===== config.mk =====
export PLATFORM = sky130hd
export DESIGN_NAME = json_string_unescape_utf8_flat
export DESIGN_NICKNAME = d
export VERILOG_FILES = /design/src/sv/jsu_pkg.sv /design/src/sv/jsu_text_if.sv /design/src/sv/jsu_result_if.sv /design/src/sv/jsu_decode.sv /design/src/sv/jsu_result_buf.sv /design/src/sv/json_string_unescape_utf8.sv /design/src/flat_wrapper.sv
export VERILOG_INCLUDE_DIRS = /design/src /design/src/sv
export SDC_FILE = /design/constraint.sdc
export NUM_CORES = 1
export LEC_CHECK = 0
export BUFFER_PORTS_ARGS = -buffer_cell sky130_fd_sc_hd__buf_2
export CELL_PAD_IN_SITES_DETAIL_PLACEMENT = 1
export CELL_PAD_IN_SITES_GLOBAL_PLACEMENT = 1
export CORE_MARGIN = 1.5
export CORE_UTILIZATION = 50
export DETAILED_ROUTE_END_ITERATION = 10
export PLACE_DENSITY_LB_ADDON = 0.1
export SETUP_SLACK_MARGIN = 0.2
export SLEW_MARGIN = 15
export SYNTH_ARGS = -nofsm -noshare
export SYNTH_HDL_FRONTEND = slang
export SYNTH_HIERARCHICAL = 1
export SYNTH_SLANG_ARGS = --single-unit

===== constraint.sdc =====
create_clock -name clk -period 13.18 [get_ports clk]
set_clock_uncertainty 0.05 [all_clocks]
set_input_delay 2.636 -clock clk [delete_from_list [all_inputs] [get_ports clk]]
set_output_delay 2.636 -clock clk [all_outputs]
set_load 0.03 [all_outputs]

===== src/sv/json_string_unescape_utf8_assert.svh =====
// ----------------------------------------------------------------------------
// JSON string unescaper: assertion macros
// Concurrent assertion wrappers. They expand to nothing in synthesis.
// ----------------------------------------------------------------------------
`ifndef JSON_STRING_UNESCAPE_UTF8_ASSERT_SVH
`define JSON_STRING_UNESCAPE_UTF8_ASSERT_SVH

`ifndef SYNTHESIS

// same-cycle implication
`define JSU_ASSERT_IMPL(lbl, clk, rst_n, ante, cons, msg) \
	lbl: assert property (@(posedge clk) disable iff (!rst_n) (ante) |-> (cons)) \
		else $error(msg);

// next-cycle implication
`define JSU_ASSERT_NEXT(lbl, clk, rst_n, ante, cons, msg) \
	lbl: assert property (@(posedge clk) disable iff (!rst_n) (ante) |=> (cons)) \
		else $error(msg);

`else

`define JSU_ASSERT_IMPL(lbl, clk, rst_n, ante, cons, msg)
`define JSU_ASSERT_NEXT(lbl, clk, rst_n, ante, cons, msg)

`endif

`endif


===== src/sv/jsu_pkg.sv =====
// ----------------------------------------------------------------------------
// JSON string unescaper: package
// Request and result types, decoder state, codes and UTF-8 helpers.
// ----------------------------------------------------------------------------
package jsu_pkg;

	// one text request
	typedef struct packed {
		logic [7:0] in_byte;
		logic       end_of_text;
	} text_item_t;

	// one result item
	typedef struct packed {
		logic [7:0] out_byte;
		logic [1:0] result_kind;
		logic [2:0] error_code;
		logic       last_of_run;
	} result_item_t;

	// results one request can cause
	localparam int MaxResults = 4;
	localparam int CountW     = $clog2(MaxResults + 1);
	localparam int IdxW       = $clog2(MaxResults);

	// all results of one request, in order
	typedef struct packed {
		logic [CountW-1:0]                count;
		result_item_t [MaxResults-1:0]    item;
	} result_group_t;

	// result kinds
	localparam logic [1:0] KIND_DATA     = 2'd0;
	localparam logic [1:0] KIND_COMPLETE = 2'd1;
	localparam logic [1:0] KIND_ERROR    = 2'd2;

	// error codes
	localparam logic [2:0] ERR_NONE         = 3'd0;
	localparam logic [2:0] ERR_EXP_QUOTE    = 3'd1;
	localparam logic [2:0] ERR_UNTERMINATED = 3'd2;
	localparam logic [2:0] ERR_UNTERM_ESC   = 3'd3;
	localparam logic [2:0] ERR_BAD_ESC      = 3'd4;
	localparam logic [2:0] ERR_TRUNC_HEX    = 3'd5;
	localparam logic [2:0] ERR_BAD_HEX      = 3'd6;
	localparam logic [2:0] ERR_CONTROL      = 3'd7;

	// characters
	localparam logic [7:0] CHR_QUOTE  = 8'h22;
	localparam logic [7:0] CHR_BSLASH = 8'h5C;
	localparam logic [7:0] CHR_SLASH  = 8'h2F;
	localparam logic [7:0] CHR_SPACE  = 8'h20;
	localparam logic [7:0] CHR_B      = 8'h62;
	localparam logic [7:0] CHR_F      = 8'h66;
	localparam logic [7:0] CHR_N      = 8'h6E;
	localparam logic [7:0] CHR_R      = 8'h72;
	localparam logic [7:0] CHR_T      = 8'h74;
	localparam logic [7:0] CHR_U      = 8'h75;
	localparam logic [7:0] CHR_BS     = 8'h08;
	localparam logic [7:0] CHR_FF     = 8'h0C;
	localparam logic [7:0] CHR_LF     = 8'h0A;
	localparam logic [7:0] CHR_CR     = 8'h0D;
	localparam logic [7:0] CHR_TAB    = 8'h09;
	localparam logic [7:0] CHR_0      = 8'h30;
	localparam logic [7:0] CHR_9      = 8'h39;
	localparam logic [7:0] CHR_LA     = 8'h61;
	localparam logic [7:0] CHR_LF_HEX = 8'h66;
	localparam logic [7:0] CHR_UA     = 8'h41;
	localparam logic [7:0] CHR_UF     = 8'h46;

	// surrogates and code points
	localparam logic [15:0] SURR_HI_MIN = 16'hD800;
	localparam logic [15:0] SURR_HI_MAX = 16'hDBFF;
	localparam logic [15:0] SURR_LO_MIN = 16'hDC00;
	localparam logic [15:0] SURR_LO_MAX = 16'hDFFF;
	localparam logic [20:0] CP_SUPP     = 21'h10000;
	localparam logic [20:0] CP_REPLACE  = 21'h0FFFD;
	localparam logic [20:0] CP_2BYTE    = 21'h00800;
	localparam logic [20:0] CP_1BYTE    = 21'h00080;

	// UTF-8 marks
	localparam logic [7:0] UTF8_LEAD2 = 8'hC0;
	localparam logic [7:0] UTF8_LEAD3 = 8'hE0;
	localparam logic [7:0] UTF8_LEAD4 = 8'hF0;
	localparam logic [7:0] UTF8_CONT  = 8'h80;

	// decoder modes
	typedef enum logic [6:0] {
		MODE_IDLE      = 7'b0000001,
		MODE_STR       = 7'b0000010,
		MODE_ESC       = 7'b0000100,
		MODE_HEX_HI    = 7'b0001000,
		MODE_AFT_HI    = 7'b0010000,
		MODE_AFT_HI_BS = 7'b0100000,
		MODE_HEX_LO    = 7'b1000000
	} mode_t;

	typedef struct packed {
		mode_t       mode;
		logic [1:0]  hex_cnt;
		logic [15:0] high_unit;
		logic [15:0] low_unit;
	} decode_state_t;

	localparam decode_state_t IdleState = '{
		mode: MODE_IDLE, hex_cnt: 2'd0, high_unit: 16'd0, low_unit: 16'd0
	};

	// append one result to a group
	function automatic result_group_t push_result(input result_group_t g,
		input logic [7:0] b, input logic [1:0] kind, input logic [2:0] code);
		result_group_t r;
		r = g;
		r.item[g.count[IdxW-1:0]] = '{out_byte: b, result_kind: kind,
			error_code: code, last_of_run: 1'b0};
		r.count = g.count + CountW'(1);
		return r;
	endfunction

	// append the UTF-8 bytes of a code point
	function automatic result_group_t push_utf8(input result_group_t g,
		input logic [20:0] cp);
		result_group_t r;
		r = g;
		if (cp < CP_1BYTE) begin
			r = push_result(r, cp[7:0], KIND_DATA, ERR_NONE);
		end else if (cp < CP_2BYTE) begin
			r = push_result(r, UTF8_LEAD2 | {3'd0, cp[10:6]}, KIND_DATA, ERR_NONE);
			r = push_result(r, UTF8_CONT | {2'd0, cp[5:0]}, KIND_DATA, ERR_NONE);
		end else if (cp < CP_SUPP) begin
			r = push_result(r, UTF8_LEAD3 | {4'd0, cp[15:12]}, KIND_DATA, ERR_NONE);
			r = push_result(r, UTF8_CONT | {2'd0, cp[11:6]}, KIND_DATA, ERR_NONE);
			r = push_result(r, UTF8_CONT | {2'd0, cp[5:0]}, KIND_DATA, ERR_NONE);
		end else begin
			r = push_result(r, UTF8_LEAD4 | {5'd0, cp[20:18]}, KIND_DATA, ERR_NONE);
			r = push_result(r, UTF8_CONT | {2'd0, cp[17:12]}, KIND_DATA, ERR_NONE);
			r = push_result(r, UTF8_CONT | {2'd0, cp[11:6]}, KIND_DATA, ERR_NONE);
			r = push_result(r, UTF8_CONT | {2'd0, cp[5:0]}, KIND_DATA, ERR_NONE);
		end
		return r;
	endfunction

	// hex digit value; bit 4 set when the byte is a hex digit
	function automatic logic [4:0] hex_value(input logic [7:0] c);
		logic [7:0] d;
		d = 8'd0;
		if (c inside {[CHR_0:CHR_9]}) begin
			d = c - CHR_0;
			return {1'b1, d[3:0]};
		end else if (c inside {[CHR_LA:CHR_LF_HEX]}) begin
			d = c - CHR_LA + 8'd10;
			return {1'b1, d[3:0]};
		end else if (c inside {[CHR_UA:CHR_UF]}) begin
			d = c - CHR_UA + 8'd10;
			return {1'b1, d[3:0]};
		end
		return 5'd0;
	endfunction

endpackage


===== src/sv/jsu_text_if.sv =====
// ----------------------------------------------------------------------------
// JSON string unescaper: text channel
// Valid/ready channel carrying one text byte or the end marker.
// ----------------------------------------------------------------------------
interface jsu_text_if;
	logic                 valid;
	logic                 ready;
	jsu_pkg::text_item_t  payload;

	modport source (output valid, output payload, input ready);
	modport sink   (input valid, input payload, output ready);
endinterface


===== src/sv/jsu_result_if.sv =====
// ----------------------------------------------------------------------------
// JSON string unescaper: result channel
// Valid/ready channel carrying one decoded byte, completion or error.
// ----------------------------------------------------------------------------
interface jsu_result_if;
	logic                   valid;
	logic                   ready;
	jsu_pkg::result_item_t  payload;

	modport source (output valid, output payload, input ready);
	modport sink   (input valid, input payload, output ready);
endinterface


===== src/sv/jsu_decode.sv =====
// ----------------------------------------------------------------------------
// JSON string unescaper: decoder
// Next decoder state and the full result group for one text request.
// ----------------------------------------------------------------------------
module jsu_decode (
	input  jsu_pkg::decode_state_t state,
	input  jsu_pkg::text_item_t    item,
	output jsu_pkg::decode_state_t state_nxt,
	output jsu_pkg::result_group_t group
);
	import jsu_pkg::*;

	always_comb begin
		decode_state_t nxt;
		result_group_t grp;
		logic [7:0]    b;
		logic [4:0]    hx;
		logic [15:0]   unit;
		logic [20:0]   cp;
		logic          tail_str;
		logic          tail_esc;
		logic          do_err;
		logic [2:0]    err_code;
		logic          done;

		nxt      = state;
		grp      = '0;
		b        = item.in_byte;
		hx       = hex_value(b);
		unit     = 16'd0;
		cp       = CP_REPLACE;
		tail_str = 1'b0;
		tail_esc = 1'b0;
		do_err   = 1'b0;
		err_code = ERR_NONE;
		done     = 1'b0;

		if (item.end_of_text) begin
			// end of text: the mode decides which error
			do_err = 1'b1;
			case (state.mode)
				MODE_STR: begin
					err_code = ERR_UNTERMINATED;
				end
				MODE_ESC: begin
					err_code = ERR_UNTERM_ESC;
				end
				MODE_HEX_HI, MODE_HEX_LO: begin
					err_code = ERR_TRUNC_HEX;
				end
				MODE_AFT_HI: begin
					grp      = push_utf8(grp, CP_REPLACE);
					err_code = ERR_UNTERMINATED;
				end
				MODE_AFT_HI_BS: begin
					grp      = push_utf8(grp, CP_REPLACE);
					err_code = ERR_UNTERM_ESC;
				end
				default: begin
					err_code = ERR_EXP_QUOTE;
				end
			endcase
		end else begin
			case (state.mode)
				MODE_STR: begin
					tail_str = 1'b1;
				end
				MODE_ESC: begin
					tail_esc = 1'b1;
				end
				MODE_HEX_HI: begin
					if (!hx[4]) begin
						do_err   = 1'b1;
						err_code = ERR_BAD_HEX;
					end else begin
						unit          = {state.high_unit[11:0], hx[3:0]};
						nxt.high_unit = unit;
						if (state.hex_cnt == 2'd3) begin
							nxt.hex_cnt = 2'd0;
							nxt.mode    = MODE_STR;
							if (unit inside {[SURR_HI_MIN:SURR_HI_MAX]}) begin
								nxt.mode = MODE_AFT_HI;
							end else if (unit inside {[SURR_LO_MIN:SURR_LO_MAX]}) begin
								grp = push_utf8(grp, CP_REPLACE);
							end else begin
								grp = push_utf8(grp, {5'd0, unit});
							end
						end else begin
							nxt.hex_cnt = state.hex_cnt + 2'd1;
						end
					end
				end
				MODE_AFT_HI: begin
					if (b == CHR_BSLASH) begin
						nxt.mode = MODE_AFT_HI_BS;
					end else begin
						grp      = push_utf8(grp, CP_REPLACE);
						tail_str = 1'b1;
					end
				end
				MODE_AFT_HI_BS: begin
					if (b == CHR_U) begin
						nxt.mode     = MODE_HEX_LO;
						nxt.hex_cnt  = 2'd0;
						nxt.low_unit = 16'd0;
					end else begin
						grp      = push_utf8(grp, CP_REPLACE);
						tail_esc = 1'b1;
					end
				end
				MODE_HEX_LO: begin
					if (!hx[4]) begin
						do_err   = 1'b1;
						err_code = ERR_BAD_HEX;
					end else begin
						unit         = {state.low_unit[11:0], hx[3:0]};
						nxt.low_unit = unit;
						if (state.hex_cnt == 2'd3) begin
							nxt.hex_cnt = 2'd0;
							nxt.mode    = MODE_STR;
							// high unit is D800..DBFF here, so its offset is its low ten bits
							if (unit inside {[SURR_LO_MIN:SURR_LO_MAX]}) begin
								cp = CP_SUPP + {1'b0, state.high_unit[9:0], unit[9:0]};
							end
							grp = push_utf8(grp, cp);
						end else begin
							nxt.hex_cnt = state.hex_cnt + 2'd1;
						end
					end
				end
				default: begin
					// idle: only the opening quote is welcome
					if (b == CHR_QUOTE) begin
						nxt.mode    = MODE_STR;
						nxt.hex_cnt = 2'd0;
					end else begin
						do_err   = 1'b1;
						err_code = ERR_EXP_QUOTE;
					end
				end
			endcase
		end

		// ordinary string byte
		if (tail_str) begin
			nxt.mode = MODE_STR;
			if (b == CHR_QUOTE) begin
				done = 1'b1;
			end else if (b == CHR_BSLASH) begin
				nxt.mode = MODE_ESC;
			end else if (b < CHR_SPACE) begin
				do_err   = 1'b1;
				err_code = ERR_CONTROL;
			end else begin
				grp = push_result(grp, b, KIND_DATA, ERR_NONE);
			end
		end

		// byte after a backslash
		if (tail_esc) begin
			nxt.mode = MODE_STR;
			case (b)
				CHR_QUOTE:  grp = push_result(grp, CHR_QUOTE, KIND_DATA, ERR_NONE);
				CHR_BSLASH: grp = push_result(grp, CHR_BSLASH, KIND_DATA, ERR_NONE);
				CHR_SLASH:  grp = push_result(grp, CHR_SLASH, KIND_DATA, ERR_NONE);
				CHR_B:      grp = push_result(grp, CHR_BS, KIND_DATA, ERR_NONE);
				CHR_F:      grp = push_result(grp, CHR_FF, KIND_DATA, ERR_NONE);
				CHR_N:      grp = push_result(grp, CHR_LF, KIND_DATA, ERR_NONE);
				CHR_R:      grp = push_result(grp, CHR_CR, KIND_DATA, ERR_NONE);
				CHR_T:      grp = push_result(grp, CHR_TAB, KIND_DATA, ERR_NONE);
				CHR_U: begin
					nxt.mode      = MODE_HEX_HI;
					nxt.hex_cnt   = 2'd0;
					nxt.high_unit = 16'd0;
				end
				default: begin
					do_err   = 1'b1;
					err_code = ERR_BAD_ESC;
				end
			endcase
		end

		// string closes: completion or error, back to idle
		if (done) begin
			grp = push_result(grp, 8'd0, KIND_COMPLETE, ERR_NONE);
			nxt = IdleState;
		end else if (do_err) begin
			grp = push_result(grp, 8'd0, KIND_ERROR, err_code);
			nxt = IdleState;
		end

		// flag the final result of the run
		if (grp.count != '0) begin
			grp.item[grp.count[IdxW-1:0] - IdxW'(1)].last_of_run = 1'b1;
		end

		state_nxt = nxt;
		group     = grp;
	end

endmodule


===== src/sv/jsu_result_buf.sv =====
// ----------------------------------------------------------------------------
// JSON string unescaper: result buffer
// Holds the result group of one request and hands it out one item a cycle while the receiver is ready.
// ----------------------------------------------------------------------------
`include "json_string_unescape_utf8_assert.svh"

module jsu_result_buf (
	input  logic                   clk,
	input  logic                   arst_n,
	input  logic                   load,
	input  jsu_pkg::result_group_t group,
	output logic                   free,
	jsu_result_if.source           result
);
	import jsu_pkg::*;

	result_group_t   group_s2;
	logic            valid_s2;
	logic [IdxW-1:0] idx_q;
	logic            last_idx;

	// current item and drain status
	always_comb begin
		last_idx       = (CountW'(idx_q) == group_s2.count - CountW'(1));
		result.valid   = valid_s2;
		result.payload = group_s2.item[idx_q];
		free           = !valid_s2 || (result.ready && last_idx);
	end

	// group payload
	always_ff @(posedge clk) begin
		if (load) begin
			group_s2 <= group;
		end
	end

	// occupancy and read index
	always_ff @(posedge clk or negedge arst_n) begin
		if (!arst_n) begin
			valid_s2 <= 1'b0;
			idx_q    <= '0;
		end else if (load) begin
			valid_s2 <= 1'b1;
			idx_q    <= '0;
		end else if (valid_s2 && result.ready) begin
			if (last_idx) begin
				valid_s2 <= 1'b0;
			end else begin
				idx_q <= idx_q + IdxW'(1);
			end
		end
	end

	`JSU_ASSERT_IMPL(a_load_when_free, clk, arst_n, load, free, "group loaded over a busy buffer")
	`JSU_ASSERT_IMPL(a_load_nonempty, clk, arst_n, load, (group.count != '0) && (group.count <= CountW'(MaxResults)), "group size out of range")
	`JSU_ASSERT_IMPL(a_idx_in_group, clk, arst_n, valid_s2, CountW'(idx_q) < group_s2.count, "read index past group end")
	`JSU_ASSERT_IMPL(a_last_flag, clk, arst_n, valid_s2, result.payload.last_of_run == last_idx, "last flag not on final item")

endmodule


===== src/sv/json_string_unescape_utf8.sv =====
// ----------------------------------------------------------------------------
// JSON string unescaper, UTF-8 output
// Takes a JSON string literal one byte a request, starting at its opening
// quote, and gives the decoded text as UTF-8 bytes followed by a completion
// or a numbered error result. Simple escapes, \uXXXX and surrogate pairs are
// decoded; broken surrogates become U+FFFD. A text request is taken every
// cycle while each one causes at most one result and the output is ready. A
// request that causes n results (up to four: a four-byte character, or U+FFFD
// and a further result) holds the output, one item a cycle while the output
// is ready, and the next request waits in the input register meanwhile;
// requests with no result never wait on the output. From request to first
// result it passes the input register, the decoder and then the result buffer.
// ----------------------------------------------------------------------------
`include "json_string_unescape_utf8_assert.svh"

module json_string_unescape_utf8 (
	input  logic          clk,
	input  logic          arst_n,
	jsu_text_if.sink      text,
	jsu_result_if.source  result
);
	import jsu_pkg::*;

	logic          valid_s1;
	text_item_t    item_s1;
	decode_state_t state_q;
	decode_state_t state_nxt;
	result_group_t group;
	logic          buf_free;
	logic          has_results;
	logic          advance_s1;

	// request moves on when its results, if any, fit in the buffer
	always_comb begin
		has_results = (group.count != '0);
		advance_s1  = valid_s1 && (!has_results || buf_free);
		text.ready  = !valid_s1 || advance_s1;
	end

	// input register
	always_ff @(posedge clk or negedge arst_n) begin
		if (!arst_n) begin
			valid_s1 <= 1'b0;
		end else if (text.valid && text.ready) begin
			valid_s1 <= 1'b1;
		end else if (advance_s1) begin
			valid_s1 <= 1'b0;
		end
	end

	always_ff @(posedge clk) begin
		if (text.valid && text.ready) begin
			item_s1 <= text.payload;
		end
	end

	// decoder state
	always_ff @(posedge clk or negedge arst_n) begin
		if (!arst_n) begin
			state_q <= IdleState;
		end else if (advance_s1) begin
			state_q <= state_nxt;
		end
	end

	jsu_decode u_decode (
		.state     (state_q),
		.item      (item_s1),
		.state_nxt (state_nxt),
		.group     (group)
	);

	jsu_result_buf u_result_buf (
		.clk    (clk),
		.arst_n (arst_n),
		.load   (advance_s1 && has_results),
		.group  (group),
		.free   (buf_free),
		.result (result)
	);

	`JSU_ASSERT_NEXT(a_end_goes_idle, clk, arst_n, advance_s1 && item_s1.end_of_text, state_q.mode == MODE_IDLE, "end of text did not return to idle")
	`JSU_ASSERT_NEXT(a_stall_holds, clk, arst_n, valid_s1 && !advance_s1, valid_s1 && $stable(item_s1), "stalled request lost")
	`JSU_ASSERT_IMPL(a_idle_clean, clk, arst_n, state_q.mode == MODE_IDLE, state_q.hex_cnt == 2'd0, "hex count left over in idle")

endmodule


===== src/flat_wrapper.sv =====
// flat-port wrapper written by rule: the top's interface ports become plain ports
module json_string_unescape_utf8_flat import jsu_pkg::*;
  (clk, arst_n, text_valid, text_payload, text_ready, result_valid, result_payload, result_ready);
  jsu_text_if text_i ();
  jsu_result_if result_i ();
  input  logic clk;
  input  logic arst_n;
  input wire logic [$bits(text_i.valid)-1:0] text_valid;
  input wire logic [$bits(text_i.payload)-1:0] text_payload;
  output wire logic [$bits(text_i.ready)-1:0] text_ready;
  output wire logic [$bits(result_i.valid)-1:0] result_valid;
  output wire logic [$bits(result_i.payload)-1:0] result_payload;
  input wire logic [$bits(result_i.ready)-1:0] result_ready;
  assign text_i.valid = text_valid;
  assign text_i.payload = text_payload;
  assign text_ready = text_i.ready;
  assign result_valid = result_i.valid;
  assign result_payload = result_i.payload;
  assign result_i.ready = result_ready;
  json_string_unescape_utf8 u_core (.clk(clk), .arst_n(arst_n), .text(text_i), .result(result_i));
endmodule

==> run_results.csv <==
group,metric,value,unit
global_routing,overflow,0,
die,die_area,17800,sq um
global_routing,grt_pass1_vias,8057,
clock_tree,htreeDepth,3,
critical_path,rr_endpoint,"u_core/u_result_buf/group_s2[27]",
pwr,clockPowerShare,0.250,
sta,max_freq,0.1039,GHz
logic_synthesis,syn_area,8506,sq um
routing,drc_errors,0,
clock_tree,cts_setup_buffers,0,
placement,gp_congestion,0.9846,
pwr,intPower,0.7422,mW
pwr,leakage,3.351,nW
sta,worst_slew_pin_slew,1.183,ns
clock_tree,post_cts_resize_count,0,
clock_tree,ctsHoldBuffers,0,
critical_path,cp-start-kind,"flip-flop",
pwr,power.density,134.8,nW/um^2
critical_path,cp_slowest_stage_delay,0.57,ns
routing,vias,7975,
die,dieHeight,133.4,microns
pwr,p_comb_frac,0.340,
clock_tree,cts.clk_slew.worst_paths,0.08,ns
sta,hold_viol_final,0,
die,start_util,0.5129,
final_layout,layout_commonest_cell,"nor2_1",
critical_path,r2r_setup_slack,5.15,ns
logic_synthesis,yosysWarnings,6,
routing,viasPerCell,7.039,
pwr,swShare,0.3910,
critical_path,worst_path_max_delay_cell,"edfxtp_1",
die,io_pins,29,
pwr,ir_drop,0.1270,mV
logic_synthesis,postSynthAreaPerCell,9.245,sq um
routing,drtIter0Drc,816,
routing,drt-total-wl,31400,microns
final_layout,layout-drive-gt1-share,0.1577,
routing,avgRoutedWirePerCell,27.72,microns
clock_tree,cts_root_buffer,"clkbuf_16",
pwr,p_seq_frac,0.411,
final_layout,final.fill_count,1922,
critical_path,path_class,"reg2out",
placement,hpwl,23060,microns
final_layout,insertedDiodeCount,0,
critical_path,reg2reg_depth,26,
sta,final_max_slew_viol_count,0,
critical_path,end_kind,"primary output",
sta,maxSlewHeadroom,0.2100,
logic_synthesis,synth_cells,920,
sta,fin_crit,9.622,ns
final_layout,multi_input_area,5124,sq um
sta,finalSetupViolCount,0,
run_status,status,"complete, no violations",
sta,grt_setup_unrepaired,"no",
clock_tree,cts_tree,"yes",
critical_path,worstSetupStartpoint,"u_core/item_s1[1]",
flow_run,maxCapViolations,0,
critical_path,cpMostUsedCell,"ha_1",
final_layout,syn_to_final_growth,6.267,%
pwr,power,1.219,mW
routing,drt_first_pass_iters,7,
clock_tree,clockBufferDepth,2,
critical_path,critPathCapture,"text_ready",
global_routing,antenna_found_initial,0,
critical_path,r2r_start,"u_core/item_s1[1]",
global_routing,grt_pass1_wl,49050,microns
clock_tree,clock_latency,0.38,ns
placement,port_buffers,28,
routing,ant_nets,0,
clock_tree,cts_buffers,9,
sta,tns,0,ns
die,coreArea,16580,sq um
final_layout,layout_common_cells,"100 x nor2_1, 74 x nand2_1, 70 x a21oi_1",
clock_tree,cts.sinks,105,
final_layout,seq_area,2969,sq um
final_layout,fin_nets,942,
critical_path,cp_max_fo,12,
sta,fin_crit_sh,0.7300,
worst_hold_path,hold_path_class,"reg2reg",
global_routing,grt_use_total,0.3615,
pwr,p_switching,0.4765,mW
logic_synthesis,syn_nets,954,
die,die_x,133.4,microns
die,row_count,47,
global_routing,grt_max_degree,41,
critical_path,critPathRequiredTime,10.49,ns
critical_path,cp.arrival,6.94,ns
final cells by class:
cell class                      count  share of cell area
Multi-Input combinational cell    725              0.5669
Sequential cell                   105              0.3285
Tap cell                          220             0.03045
Timing Repair Buffer               45             0.02962
Clock buffer                        9             0.02492
Clock inverter                      7             0.01052
Inverter                           22            0.009136
worst max-delay path: cells and delay by family (launching register included):
kind,cells,cell delay (ns)
AO/OA/AOI/OAI,8,2.23
buffers and inverters,4,0.71
adder cells (fa/ha/maj),4,1.34
flip-flops,1,0.57
AND/OR/NAND/NOR,9,1.68
flip-flops by register name, summed over array words and instances (netlist names):
register / cells
u_core/valid_s1: 1
u_core/item_s1: 9
u_core/u_result_buf/group_s2: 59
u_core/u_result_buf/result.valid: 1
u_core/state_q: 33
u_core/u_result_buf/idx_q: 2
how the worst min path moves through the flow:
stage | end | startpoint | cells after the start
final | u_core/state_q[9] | u_core/state_q[9] | 1
after CTS | u_core/state_q[9] | u_core/state_q[9] | 1
after global placement | u_core/state_q[9] | u_core/state_q[9] | 1
after detailed placement | u_core/state_q[9] | u_core/state_q[9] | 1
after floorplan | u_core/state_q[18] | u_core/state_q[18] | 1
after global routing | u_core/state_q[9] | u_core/state_q[9] | 1
per-stage QoR:
step                      std cells  utilization  instance area [sq um]  hold slack [ns]  setup slack [ns]
after floorplan                 920            -                   8506           0.4295             4.064
after global placement         1117       0.5257                   8718           0.4970             4.401
after detailed placement       1117       0.5257                   8718           0.4975             4.069
after CTS                      1133       0.5450                   9039           0.5225             3.666
after global routing           1133       0.5450                   9039           0.5532             3.174
final                          1133       0.5450                   9039           0.5252             3.558
per-layer routing:
layer,vias up,global-route usage,share of wire,wire length (microns)
met5,-,0,0,0
met4,0,0.1335,0.032,990
met3,70,0.05137,0.067,2102
met2,405,0.6013,0.48,15140
met1,3998,0.4815,0.42,13170
li1,3502,-,-,-
power groups by stage:
| stage | Clock [mW] | Sequential [mW] | Combinational [mW] |
|---|---|---|---|
| 2_1_floorplan | 0 | 0.470 | 0.350 |
| 3_3_place_gp | 0 | 0.495 | 0.398 |
| 3_5_place_dp | 0 | 0.506 | 0.412 |
| 4_1_cts | 0.305 | 0.500 | 0.415 |
| 5_1_grt | 0.317 | 0.507 | 0.436 |
| 6_report | 0.304 | 0.501 | 0.414 |
(Power assumes the default switching activity.)
